$ cat src/rtl/rbh_pkg.sv
// ----------------------------------------------------------------------------
// rbh_pkg
// Shared types and constants of the range-binned histogram core.
// ----------------------------------------------------------------------------
package rbh_pkg;

	// default number of bins held in the count store
	localparam int BINS_DEF = 256;

	// APB register map: three 32-bit registers at byte offsets 0, 4, 8
	localparam int ADDR_W = 4;
	localparam int DATA_W = 32;

	localparam logic signed [31:0] RANGE_LOW_RST  = 32'sd0;
	localparam logic signed [31:0] RANGE_HIGH_RST = 32'sd65536;
	localparam logic [8:0]         BIN_COUNT_RST  = 9'd256;

	typedef enum logic [1:0] {
		FUNC_ADD   = 2'd0,
		FUNC_READ  = 2'd1,
		FUNC_CLEAR = 2'd2
	} func_t;

	typedef enum logic [1:0] {
		REG_RANGE_LOW  = 2'd0,
		REG_RANGE_HIGH = 2'd1,
		REG_BIN_COUNT  = 2'd2
	} reg_idx_t;

	typedef struct packed {
		logic signed [31:0] range_low;
		logic signed [31:0] range_high;
		logic [8:0]         bin_count;
	} cfg_t;

endpackage

$ cat src/rtl/rbh_regs.sv
// ----------------------------------------------------------------------------
// rbh_regs
// APB configuration registers: range_low, range_high, bin_count.
// ----------------------------------------------------------------------------
module rbh_regs (
	input  logic                       clk,
	input  logic                       arst_n,
	input  logic                       psel,
	input  logic                       penable,
	input  logic                       pwrite,
	input  logic [rbh_pkg::ADDR_W-1:0] paddr,
	input  logic [rbh_pkg::DATA_W-1:0] pwdata,
	output logic [rbh_pkg::DATA_W-1:0] prdata,
	output logic                       pready,
	output rbh_pkg::cfg_t              cfg
);
	import rbh_pkg::*;

	cfg_t     cfg_q;
	logic     wr_en;
	reg_idx_t reg_idx;

	assign pready  = 1'b1;
	assign wr_en   = psel && penable && pwrite && pready;
	// byte offset 4*i, low two address bits ignored
	assign reg_idx = reg_idx_t'(paddr[ADDR_W-1:2]);

	always_ff @(posedge clk or negedge arst_n) begin
		if (!arst_n) begin
			cfg_q.range_low  <= RANGE_LOW_RST;
			cfg_q.range_high <= RANGE_HIGH_RST;
			cfg_q.bin_count  <= BIN_COUNT_RST;
		end else if (wr_en) begin
			case (reg_idx)
				REG_RANGE_LOW:  cfg_q.range_low  <= pwdata;
				REG_RANGE_HIGH: cfg_q.range_high <= pwdata;
				REG_BIN_COUNT:  cfg_q.bin_count  <= pwdata[8:0];
				default: ;
			endcase
		end
	end

	always_comb begin
		case (reg_idx)
			REG_RANGE_LOW:  prdata = cfg_q.range_low;
			REG_RANGE_HIGH: prdata = cfg_q.range_high;
			REG_BIN_COUNT:  prdata = DATA_W'(cfg_q.bin_count);
			default:        prdata = '0;
		endcase
	end

	assign cfg = cfg_q;

endmodule

$ cat config.mk
export PLATFORM = sky130hd
export DESIGN_NAME = rbh_regs
export DESIGN_NICKNAME = d
export VERILOG_FILES = /design/src/rtl/rbh_pkg.sv /design/src/rtl/rbh_regs.sv
export SDC_FILE = /design/constraint.sdc
export NUM_CORES = 1
export LEC_CHECK = 0
export ABC_AREA = 1
export BUFFER_PORTS_ARGS = -buffer_cell sky130_fd_sc_hd__buf_2
export CAP_MARGIN = 25
export CORE_AREA = 4 4 99 82
export DETAILED_ROUTE_END_ITERATION = 7
export DIE_AREA = 0 0 103 86
export HOLD_SLACK_MARGIN = 0.03
export PLACE_DENSITY_LB_ADDON = 0.05
export SLEW_MARGIN = 20
export SYNTH_ARGS = -nofsm -noshare
export SYNTH_HDL_FRONTEND = slang
export SYNTH_SLANG_ARGS = --single-unit
$ cat constraint.sdc
create_clock -name clk -period 1.4 [get_ports clk]
set_clock_uncertainty 0.15 [all_clocks]
set_input_delay 0.35 -clock clk [delete_from_list [all_inputs] [get_ports clk]]
set_output_delay 0.35 -clock clk [all_outputs]
set_load 0.02 [all_outputs]
==> reports/qor.txt <==
Layout area overhead - 77.7%
Setup tns final - -8830 ps
End-of-flow core utilization - 0.804
Total gr overflow - 0
Post-DP HPWL - 6670 um
Syn Inst Count - 435
Pleak - 0.00335 uW
Via density - 4.94
H-tree depth - 3
Clk sinks - 73
Crit Path Category - in2out
Worst Slack Setup Final - -262 ps
Hold Path Origin - pwdata[16]
Starting density of the core - 0.453
Max Cap Viol - 0
Die Area - 0.00886 mm2
Design area - 0.00580 mm2
Final GP Congestion - 0.777
Peak Freq - 602 MHz
WL final - 11700 um
Status - finished with violations
Period utilization - 1.19
Dpl ws - -313 ps
Initial antenna violation count - 1
Drt pass-1 iters - 4
CP endpoint kind - output port
Register area share after synthesis - 0.560
Vias in the first global route - 3517
Worst setup path start - paddr[3]
Share of cells above drive strength 1 - 0.490
Antenna Nets Post-Route - 0
Max FFs per register - 73
Total GRT Usage - 0.255
First-pass GRT wire length - 17400 um
Final Max Slew Viols - 0
Cell area power density - 1370 mW/mm2
Syn avg cell area - 7.51 um2
RSZ-0062 raised after global routing - true
Total CTS buffers - 9
Largest net degree at the start of global routing - 33
Flops & latches, synth - 73
Antenna fix cells - 0
Synthesized area - 0.00327 mm2
CP Max Fanout - 8
Clk_lat worst skew - 340 ps
Syn_nets - 476
Wire per inst - 16.2 um
WHS Path Cells - 3
Chip width - 103 um
CTS clk-pin slew, worst paths - 80 ps
Total number of vias - 3580
Synth warn - 0
CORE AREA - 0.00722 mm2
# rows - 28
CTS tree - done
Clk buf depth - 2
Floorplan die height - 86 um
Power Total - 7950 uW
CP required - 900 ps
Worst hold path class - in2reg
Worst R2R Start - cfg[66]
Hold Violations, Final - 0
Clock Tree Root - clkbuf_8
R2R cell count - 3
Final critical-path required period - 1660 ps
Initial DRC count - 123
Final setup violating endpoints - 86
Critical path arrival - 1160 ps
Io pins - 147
DRC - 0
VDD IR max - 0.814 mV
Post-DP Area - 0.00431 mm2
Distinct cells, synth - 11
Final layout net count - 671
PortBufs - 143
Failing checks - negative setup slack
Setup crit start kind - primary input
-- path summary, 6_finish.rpt --
check | endpoint | slack [ps]
max in group asynchronous | cfg[50] | 300
max | prdata[16] | -260
max reg2reg | cfg[66] | 430
min | cfg[25] | 60
min in group asynchronous | cfg[70] | 290
min reg2reg | cfg[25] | 340
-- through the flow --
step	hold WS, ps	instances
3_3_place_gp	115	672
2_1_floorplan	-95.6	435
5_1_grt	44.2	725
3_5_place_dp	115	672
6_report	61.1	725
4_1_cts	45.2	707
-- cell families after synthesis --
| family | synth area share |
|---|---|
| buf+inv | 0.0425 |
| flops | 0.560 |
| other cells | 0.00115 |
| simple gates | 0.396 |
-- cells in the mapped netlist --
cell | n | area share
dfstp_2 | 2 | 0.016
nor2_2 | 5 | 0.0096
nand2_2 | 2 | 0.0038
inv_1 | 1 | 0.0011
buf_4 | 10 | 0.023
dfrtp_1 | 71 | 0.54
nand3_1 | 10 | 0.015
conb_1 | 1 | 0.0011
inv_2 | 4 | 0.0046
nand2_1 | 320 | 0.37
buf_2 | 9 | 0.014
-- critical path, stage by stage --
cell and delay (ps):
buf_12 110, nor2_4 110, buf_12 140, clkbuf_16 180, nand2_1 80, nand2_2 70
buf_6 110
-- metal layers --
layer  vias up  global-route usage  part of all wire
met5         -                   0            0.0011
met2       134               0.427              0.52
li1       1696                   -                 -
met3        20              0.0642             0.068
met1      1728               0.322              0.39
met4         2              0.0859             0.018
-- final cells by class --
| type | instances | area, um2 |
|---|---|---|
| clock buffer | 11 | 151 |
| fill | 471 | 1410 |
| clock inverter | 5 | 53.8 |
| timing repair buffer | 203 | 1990 |
| tap | 90 | 113 |
| inverter | 5 | 33.8 |
| multi-input combinational | 338 | 1610 |
| sequential | 73 | 1850 |
-- power breakdown --
part	internal, uW	total (uW)	switching (uW)
registers	2560	3100	540
clock network	914	1700	781
logic	1610	3150	1540
total	5090	7950	2860
-- layout by cell type (no fill, tap or decap), types with 11 or more instances in the layout --
| cell | count |
|---|---|
| nand2_1 | 263 |
| buf_6 | 106 |
| dfrtp_1 | 57 |
| buf_4 | 42 |
| buf_2 | 40 |
| nand2_2 | 35 |
| nand2_4 | 24 |
| dfrtp_2 | 14 |
| clkbuf_8 | 11 |
| buf_12 | 11 |
-- what timing repair did --
| action | 4_1_cts | 5_1_grt |
|---|---|---|
| hold buffers | 1 | 0 |
| pin swaps | 6 | 24 |
| buffers inserted | 14 | 22 |
| gates resized for setup | 205 | 104 |
| endpoints found under the hold margin | 38 | 0 |
| cloned | 4 | 1 |
| endpoints found under the setup margin | 105 | 105 |
Note: power is estimated with default switching activity, not from simulation.
