## src/rtl/rbh_div.sv

```systemverilog
// ----------------------------------------------------------------------------
// rbh_div
// Restoring radix-2 divider, one quotient bit per cycle, MSB first.
// The quotient is known to fit in QW bits (num < den << QW).
// ----------------------------------------------------------------------------
module rbh_div #(
	parameter int NW = 41,
	parameter int QW = 8
) (
	input  logic          clk,
	input  logic          arst_n,
	input  logic          start,
	input  logic [NW-1:0] num,
	input  logic [31:0]   den,
	output logic          done,
	output logic [QW-1:0] quo
);

	localparam int CNTW = $clog2(QW + 1);

	logic [NW-1:0]   rem_q;
	logic [NW-1:0]   den_sh_q;
	logic [QW-1:0]   quo_q;
	logic [CNTW-1:0] cnt_q;
	logic            busy_q;
	logic            done_q;
	logic            fits;

	assign fits = (rem_q >= den_sh_q);

	always_ff @(posedge clk or negedge arst_n) begin
		if (!arst_n) begin
			rem_q    <= '0;
			den_sh_q <= '0;
			quo_q    <= '0;
			cnt_q    <= '0;
			busy_q   <= 1'b0;
			done_q   <= 1'b0;
		end else begin
			done_q <= 1'b0;
			if (start) begin
				rem_q    <= num;
				den_sh_q <= NW'(den) << (QW - 1);
				quo_q    <= '0;
				cnt_q    <= CNTW'(QW);
				busy_q   <= 1'b1;
			end else if (busy_q) begin
				if (fits)
					rem_q <= rem_q - den_sh_q;
				quo_q    <= (quo_q << 1) | QW'(fits);
				den_sh_q <= den_sh_q >> 1;
				cnt_q    <= cnt_q - CNTW'(1);
				if (cnt_q == CNTW'(1)) begin
					busy_q <= 1'b0;
					done_q <= 1'b1;
				end
			end
		end
	end

	assign done = done_q;
	assign quo  = quo_q;

endmodule

```

## config.mk

```make
export PLATFORM = sky130hd
export DESIGN_NAME = rbh_div
export DESIGN_NICKNAME = d
export VERILOG_FILES = /design/src/rtl/rbh_div.sv
export SDC_FILE = /design/constraint.sdc
export NUM_CORES = 1
export LEC_CHECK = 0
export ABC_AREA = 1
export BUFFER_PORTS_ARGS = -buffer_cell sky130_fd_sc_hd__buf_4
export CORE_ASPECT_RATIO = 0.6
export CORE_UTILIZATION = 31
export CTS_CLUSTER_DIAMETER = 80
export DETAILED_ROUTE_END_ITERATION = 16
export PLACE_DENSITY_LB_ADDON = 0.1
export SLEW_MARGIN = 10
export SYNTH_ARGS = -nofsm -noshare
export SYNTH_HDL_FRONTEND = slang
export SYNTH_SLANG_ARGS = --single-unit
```

## constraint.sdc

```tcl
create_clock -name clk -period 3.2 [get_ports clk]
set_input_delay 0.16 -clock clk [delete_from_list [all_inputs] [get_ports clk]]
set_output_delay 0.16 -clock clk [all_outputs]
set_load 0.02 [all_outputs]
```

==> results.md, run 1 <==
- Status: completed
- Worst-Skew Late Latency: approximately 0.37 ns
- Clock skew: between 0.009 and 0.01 ns
- Sink Count: 94
- Crit path launch type: register
- Syn Area/Cell: 6.26 um^2
- Largest net degree at the start of global routing: between 100 and 150
- Share of power burned in registers: 0.234
- Pint: about 0.0036 W
- Finished Cell Area: 0.00876 mm^2
- Most frequent CP cell: nor2_1
- Num ports: 85
- Placeable core area: 0.0235 mm^2
- F_max: about 390 MHz
- CTS root buffer: clkbuf_16
- Dpl cell area: 0.00845 mm^2
- PwrDens: between 800 and 900 mW/mm^2
- NumNets Final: about 1400
- Number of cells upsized or downsized after cts: 0
- Critical path cell sequence: inv_1 -> ha_1 -> a21oi_1 -> nor2_1 -> nor2_1 -> nor2_1 -> nor2_1 -> nand2_1 -> nor2_2 -> nand3_2 -> nand2_2 -> buf_12 -> nand2_1 -> nand3_1
- Place WS: roughly 0.65 ns
- Residual DRC: 0
- Clk buf depth: 2
- DRT antenna net count: 0
- Clock slew at reported path FFs: 0.07 ns
- Routed WL: roughly 25000 um
- Wire length per cell: ~16 um
- Sequential share of the synthesized area: 0.312
- Tightest Pin Transition: approximately 1.2 ns
- CTS H-tree depth: 3
- MaxCap Viol Count: 0
- First-pass GRT wire length: between 40000 and 50000 um
- Fin crit share: 0.805
- Net Count, Synth: between 1000 and 1500
- Leak Pwr: 4.78 nW
- CTS tree: yes
- Layout fillers: ~2700
- Vias: 7476
- Vias in the first global route: 7096
- Setup repair bufs after CTS: 0
- Tmin final: about 2.6 ns
- Setup_tns: 0 ns
- Largest fanout on the critical path: 28
- Initial core utilization: 0.321
- VDD IR max: between 0.2 and 0.3 mV
- Hold Slack: ~0.021 ns
- Worst r2r src: den_sh_q[34]$_DFFE_PN0P_
- CP endpoint kind: register
- Yosys cell types: 36
- Hold EP: den_sh_q[32]$_DFFE_PN0P_
- Crit-path leading delay family: simple AND/OR/NAND/NOR gates
- Setup CP Type: reg -> reg
- GRT overflow: 0
- Switching Fraction: 0.509
- Worst Hold Launch: den[25]
- Fin. Hold Viols: 0
- Overall Global Routing Usage: 0.212
- First-pass detailed-route iteration total: 5
- FP Rows: 43
- Clock power share: 0.144
- Hold-fix buffers at CTS: 3
- GPL Wtd Cong: around 0.95
- Area of the mapped netlist: between 0.007 and 0.008 mm^2
- Die height: 123 um
- Worst endpoint data arrival time: 2.88 ns
- Number of port buffers: 84
- P_sw: 0.00378 W
- Worst path slowest cell: dfrtp_1
- Setup violators final: 0
- Reg2reg setup slack: between 0.6 and 0.7 ns
- Slew Limit Fails: 0
- Area Growth Syn to Fin: 16.3%
- Number of synthesized register bits: 94
- Hold Path Depth: 3
- Die ar.: 0.0250 mm^2
- CTS Buf Count: 9
- Worst hold path class: in -> reg
- Worst EP required: ~3.5 ns
- Die W: a little over 200 um
- Number of diodes: 0
- Yosys warning count: 0
- Post-DP HPWL: slightly below 20000 um
- Post-Syn Instances: ~1200
- Slew HR: 0.200
- Via density: ~4.7
- Initial antenna violation count: 0
- Initial DRC count: roughly 420
- Setup WS post-layout: 0.623 ns
- Reg2reg end: rem_q[37]$_DFFE_PN0P_
- Final Power: roughly 0.0074 W
- Comb pwr share: 0.622
- RSZ-0062 raised after global routing: false
- Critical path's largest stage delay: roughly 0.37 ns
- WP buf/inv: 2
- Layout cells sized above 1: 0.123
- R2R depth: 14
==> worst register-to-register path: cells and delay by family (launching register included) <==
| kind | cells | cell delay [ns] |
|---|---|---|
| DFF | 1 | 0.37 |
| AOI/OAI and AO/OA | 1 | 0.22 |
| adders and majority gates | 1 | 0.29 |
| buffers and inverters | 2 | 0.36 |
| and+or+nand+nor | 10 | 1.29 |
==> synthesized netlist by cell type <==
cell type,n,share of area
nor3b_2,1,0.0017
nand3_2,9,0.012
o21ai_0,120,0.080
o21ai_1,3,0.0020
xor2_1,1,0.0012
and2_1,1,0.00083
buf_2,5,0.0033
inv_1,184,0.092
nand2_2,7,0.0058
buf_6,2,0.0030
o21bai_1,1,0.0010
nor2_4,2,0.0030
nor2_2,9,0.0075
nor2_1,76,0.038
o22ai_1,13,0.011
nand4_1,3,0.0025
nand2_1,458,0.23
buf_8,1,0.0020
clkbuf_1,18,0.0090
nor4_1,1,0.00083
nor3_2,1,0.0013
xnor2_1,8,0.0093
fa_1,1,0.0027
ha_1,41,0.068
buf_1,5,0.0025
or2_2,18,0.015
dfrtp_1,94,0.31
nand2_4,1,0.0015
nor3_1,3,0.0020
a21oi_2,1,0.0012
a21oi_1,35,0.023
nand2_8,1,0.0027
buf_4,3,0.0030
nand3b_1,5,0.0050
nand3_1,70,0.046
inv_2,1,0.00050
==> sequential cells by signal, summed over array words and instances (netlist names) <==
| name | cells |
|---|---|
| busy_q | 1 |
| den_sh_q | 39 |
| done | 1 |
| cnt_q | 4 |
| rem_q | 41 |
| quo | 8 |
==> cells in the final DEF, fill, tap and decap left out, types with 5 or more instances in the layout <==
cell type    n
o21ai_0    120
nand3_2      9
clkbuf_16    9
or2_2       18
o22ai_1     13
nand3_1     70
inv_1      183
nor2_2       9
dfrtp_1     94
nand3b_1     5
a21oi_1     35
nand2_2      7
xnor2_1      8
buf_4       89
nand2_1    458
nor2_1      76
ha_1        41
==> per-stage QoR <==
| stage | std cells | util |
|---|---|---|
| 6_report | 1592 | 0.374 |
| 2_1_floorplan | 1203 | - |
| 3_3_place_gp | 1574 | 0.360 |
| 3_5_place_dp | 1574 | 0.360 |
| 5_1_grt | 1592 | 0.374 |
| 4_1_cts | 1592 | 0.374 |
==> cell families (layout without fill, tap and decap cells) <==
group / Yosys count / in the layout / synth area share
xor+xnor: 9 / 9 / 0.0105
simple gates: 666 / 666 / 0.374
flops: 94 / 94 / 0.312
compound gates: 173 / 173 / 0.118
fa+ha+maj: 42 / 42 / 0.0707
buf+inv: 219 / 293 / 0.115
==> power by group through the flow <==
stage	Combinational [W]	Clock (W)	Sequential (W)
after global routing	0.00525	0.00115	0.00178
after CTS	0.00461	0.00111	0.00174
after global placement	0.00456	0	0.00177
after floorplan	0.00334	0	0.00171
final	0.00461	0.00107	0.00174
after detailed placement	0.00459	0	0.00175
==> metal layers <==
layer | global-route usage | vias up | share of wire
met4 | 0.0536 | 0 | 0.012
met2 | 0.265 | 184 | 0.35
li1 | - | 3885 | -
met5 | 0 | - | 0
met3 | 0.0385 | 26 | 0.057
met1 | 0.352 | 3381 | 0.58
==> cell type report <==
class	count	area, um^2	share of cell area
clock buffers	11	253	0.0288
clock inverters	4	31.3	0.00357
inverters	185	696	0.0794
multi-input cells	890	4320	0.493
flip-flops and latches	94	2350	0.268
well taps	315	394	0.0450
repair buffers	93	718	0.0820
==> worst max-delay path by stage <==
stage	start	to	slack, ns	depth (start not counted)
after global routing	den_sh_q[34]$_DFFE_PN0P_	rem_q[11]$_DFFE_PN0P_	0.38	14
after global placement	rem_q[34]$_DFFE_PN0P_	rem_q[37]$_DFFE_PN0P_	0.67	13
after floorplan	rem_q[34]$_DFFE_PN0P_	rem_q[20]$_DFFE_PN0P_	1.28	14
final	den_sh_q[34]$_DFFE_PN0P_	rem_q[37]$_DFFE_PN0P_	0.62	14
after detailed placement	den_sh_q[34]$_DFFE_PN0P_	rem_q[37]$_DFFE_PN0P_	0.65	14
after CTS	den_sh_q[34]$_DFFE_PN0P_	rem_q[38]$_DFFE_PN0P_	0.62	14
No activity file was read; power rests on OpenSTA's default activity.
==> inputs of run 2 (changes only) <==
Settings changed: ABC_AREA 1 to 0.
Clock period 3.2 ns to 2.6 ns, I/O delays scaled along.
==> run 2 against run 1 <==
The run now ends with setup timing left. Critical path depth shrank 1. Count of clock-buffer cells in the layout is 1 lower. Synthesized area decreased by 11%. Register-to-register slack got worse by 0.88 ns. Maximum frequency fell by 9.8%. Non-clock buffer count is 253 higher. Synthesized cell count fell by 33%. Critical endpoint is now rem_q[0]$_DFFE_PN0P_. Largest cell class unchanged.
==> results.md, run 2 <==
- Fin. Hold Viols: 0 (unchanged)
- Number of port buffers: 84 (unchanged)
- Top reg by flops: rem_q (unchanged)
- Setup violators final: 41 (was 0)
- Place WS: -0.497 ns (was 0.651 ns)
- Layout cells sized above 1: 0.431 (was 0.123)
- Clk buf depth: 2 (unchanged)
- First-pass GRT wire length: 36300 um (was 40100 um)
- Syn Area/Cell: 8.29 um^2 (was 6.26 um^2)
- Via density: 4.91 (was 4.70)
- Vias: 6906 (was 7476)
- Max reg flops: 41 (unchanged)
- Slew HR: 0.516 (was 0.200)
- Post-DP HPWL: 15700 um (was 19400 um)
- Synth top area cells: dfrtp_1, ha_1, mux2i_1, nand2_1, nor2_1 (was dfrtp_1, nand2_1, inv_1, o21ai_0, ha_1)
- F_max: 350 MHz (was 388 MHz)
- First-pass detailed-route iteration total: 4 (was 5)
- Worst EP required: 2.86 ns (was 3.50 ns)
- NumNets Final: 1240 (was 1391)
- Net Count, Synth: 925 (was 1321)
- Die height: 116 um (was 123 um)
- CTS tree: yes (unchanged)
- Placeable core area: 0.0211 mm^2 (was 0.0235 mm^2)
- Residual DRC: 0 (unchanged)
- Failing checks: setup timing
- Area of the mapped netlist: 0.00669 mm^2 (was 0.00754 mm^2)
- RSZ-0062 raised after global routing: true (was false)
- Tightest Pin Transition: 0.726 ns (was 1.20 ns)
- Tmin final: 2.86 ns (was 2.58 ns)
- Largest net degree at the start of global routing: 65 (was 105)
- Clock skew: 0.0104 ns (was 0.00929 ns)
- Critical path cell sequence: inv_2 -> ha_4 -> a21oi_4 -> o22ai_2 -> a31o_4 -> a21oi_4 -> o21ai_2 -> a221o_2 -> a31oi_4 -> buf_12 -> buf_12 -> mux2i_1 -> mux2_4 (was inv_1 -> ha_1 -> a21oi_1 -> nor2_1 -> nor2_1 -> nor2_1 -> nor2_1 -> nand2_1 -> nor2_2 -> nand3_2 -> nand2_2 -> buf_12 -> nand2_1 -> nand3_1)
- Crit path launch type: register (unchanged)
- Final core occ: 0.519 (was 0.374)
- Die W: 192 um (was 203 um)
- Area Growth Syn to Fin: 63.8% (was 16.3%)
- Worst-Skew Late Latency: 0.37 ns (about the same)
- Critical path's largest stage delay: 0.44 ns (was 0.37 ns)
- VDD IR max: 0.543 mV (was 0.299 mV)
- Vias in the first global route: 6867 (was 7096)
- Initial core utilization: 0.317 (was 0.321)
- Area leader, netlist: dfrtp_1 (unchanged)
- DRT antenna net count: 0 (unchanged)
- GPL Wtd Cong: 0.860 (was 0.955)
- PwrDens: 1220 mW/mm^2 (was 847 mW/mm^2)
- Synth cell count leaders: nand2_1, dfrtp_1, nor2_1 (was nand2_1, inv_1, o21ai_0)
- GRT overflow: 0 (unchanged)
- Slew Limit Fails: 0 (unchanged)
- Count leader, synth: nand2_1 (unchanged)
- Worst hold path class: in -> reg (unchanged)
- Fin crit share: 1.10 (was 0.805)
- Initial DRC count: 335 (was 419)
- Setup WS post-layout: -0.258 ns (was 0.623 ns)
- Number of synthesized register bits: 94 (unchanged)
- FP Rows: 41 (was 43)
- Number of diodes: 0 (unchanged)
- Initial antenna violation count: 0 (unchanged)
- CTS H-tree depth: 3 (unchanged)
- Yosys warning count: 0 (unchanged)
- Post-Syn Instances: 807 (was 1203)
- Most frequent cells in the layout: buf_4, nand2_1, dfrtp_1, nor2_1, mux2i_1 (was nand2_1, inv_1, o21ai_0, dfrtp_1, buf_4)
- Largest fanout on the critical path: 5 (was 28)
- Sequential share of the synthesized area: 0.352 (was 0.312)
- Ys flop type: dfrtp_1 (unchanged)
- Leak Pwr: 5.28 nW (was 4.78 nW)
- Die ar.: 0.0222 mm^2 (was 0.0250 mm^2)
- Yosys cell types: 66 (was 36)
- CTS root buffer: clkbuf_16 (unchanged)
- Setup_tns: -5.75 ns (was 0 ns)
- Worst path slowest cell: a221o_2 (was dfrtp_1)
- Overall Global Routing Usage: 0.212 (about the same)
- MaxCap Viol Count: 0 (unchanged)
- Worst endpoint data arrival time: 3.12 ns (was 2.88 ns)
- Yosys top cell area share: 0.352 (was 0.312)
- Routed WL: 23000 um (was 25200 um)
- Status: complete, but fails checks (was completed)
- Num ports: 85 (unchanged)
- Wire length per cell: 16.4 um (was 15.9 um)
- CTS Buf Count: 9 (unchanged)
- CP endpoint kind: register (unchanged)
- Fraction of registers with async set/reset: 1.00 (unchanged)
- Layout fillers: 2048 (was 2694)
- Post-synth EDFFs: 0 (unchanged)
- Commonest non-fill, non-tap cell in the layout: buf_4 (was nand2_1)
- Setup CP Type: reg -> reg (unchanged)
- Sink Count: 94 (unchanged)
- Clock slew at reported path FFs: 0.07 ns (about the same)
[run 2: changes by cell type after synthesis, moves of 14 or more]
cell	previous run	this run
a21oi_1	35	55
xnor2_1	8	22
a31oi_1	0	28
or2_2	18	3
a21o_1	0	22
mux2i_1	0	50
nand3_1	70	17
inv_1	184	55
nand2_1	458	121
o21ai_0	120	52
[run 2: final timing paths]
| kind | slack, ns | start | end | depth (start not counted) |
|---|---|---|---|---|
| worst max-delay path | -0.26 | den_sh_q[6]$_DFFE_PN0P_ | rem_q[0]$_DFFE_PN0P_ | 13 |
| worst min-delay path | 0.007 | den[17] | den_sh_q[24]$_DFFE_PN0P_ | 3 |
| worst max register to register | -0.26 | den_sh_q[6]$_DFFE_PN0P_ | rem_q[0]$_DFFE_PN0P_ | 13 |
| worst min register to register | 0.53 | cnt_q[3]$_DFFE_PN0P_ | cnt_q[3]$_DFFE_PN0P_ | 2 |
| max in group asynchronous | 1.65 | arst_n | rem_q[14]$_DFFE_PN0P_ | 3 |
| min in group asynchronous | 0.27 | arst_n | rem_q[33]$_DFFE_PN0P_ | 2 |
[run 2: metrics by stage]
step / area (um^2) / hold slack [ns] / total power [W] / std cells
after global routing: 11000 / 0.0147 / 0.0143 / 1406
after CTS: 10300 / 0.00168 / 0.0123 / 1387
after floorplan: 6770 / -0.166 / 0.00648 / 807
after detailed placement: 8960 / 0.135 / 0.00951 / 1311
final: 11000 / 0.00666 / 0.0133 / 1406
after global placement: 8960 / 0.136 / 0.00956 / 1311
[run 2: kinds of logic after synthesis]
| logic type | after synthesis | synth area share |
|---|---|---|
| AOI/OAI and AO/OA | 220 | 0.215 |
| xor gates and xnor gates | 28 | 0.0367 |
| adders and majority gates | 42 | 0.0797 |
| buffers and inverters | 98 | 0.0591 |
| DFF | 94 | 0.352 |
| muxes | 53 | 0.0799 |
| and+or+nand+nor | 272 | 0.178 |
[run 2: where the power goes]
part	total (W)	switching (W)	internal, W
Combinational	0.00958	0.00451	0.00506
Sequential	0.00232	0.000425	0.00189
Clock	0.00145	0.000662	0.000790
Total	0.0133	0.00560	0.00774
[run 2: metal layers]
| metal | vias to the layer above | GRT usage | part of all wire |
|---|---|---|---|
| li1 | 3472 | - | - |
| met1 | 3315 | 0.325 | 0.56 |
| met2 | 105 | 0.307 | 0.40 |
| met3 | 14 | 0.0366 | 0.031 |
| met4 | 0 | 0.0471 | 0.011 |
| met5 | - | 0 | 0 |
[run 2: area by class of cell]
| type | instances | area [um^2] | share of cell area |
|---|---|---|---|
| multi-input cells | 616 | 4780 | 0.437 |
| repair buffers | 346 | 2940 | 0.268 |
| flip-flops and latches | 94 | 2360 | 0.215 |
| well taps | 279 | 349 | 0.0319 |
| clock buffers | 10 | 239 | 0.0218 |
| inverters | 55 | 206 | 0.0189 |
| clock inverters | 6 | 75.1 | 0.00685 |
[run 2: what timing repair did]
item                                    in CTS  in global routing
gates cloned                                 4                  1
pin swaps                                   37                 76
endpoints found under the setup margin      42                 42
gates resized for setup                     76                118
endpoints found under the hold margin       69                  2
buffers inserted                            18                 17
hold buffers                                38                  2
[run 2: worst max-delay path, delay by kind of cell (launching register included)]
| kind | cells | cell delay, ns |
|---|---|---|
| flip-flops | 1 | 0.40 |
| multiplexers | 2 | 0.33 |
| adder cells (fa/ha/maj) | 1 | 0.21 |
| AO/OA/AOI/OAI | 7 | 1.41 |
| buffers and inverters | 3 | 0.38 |
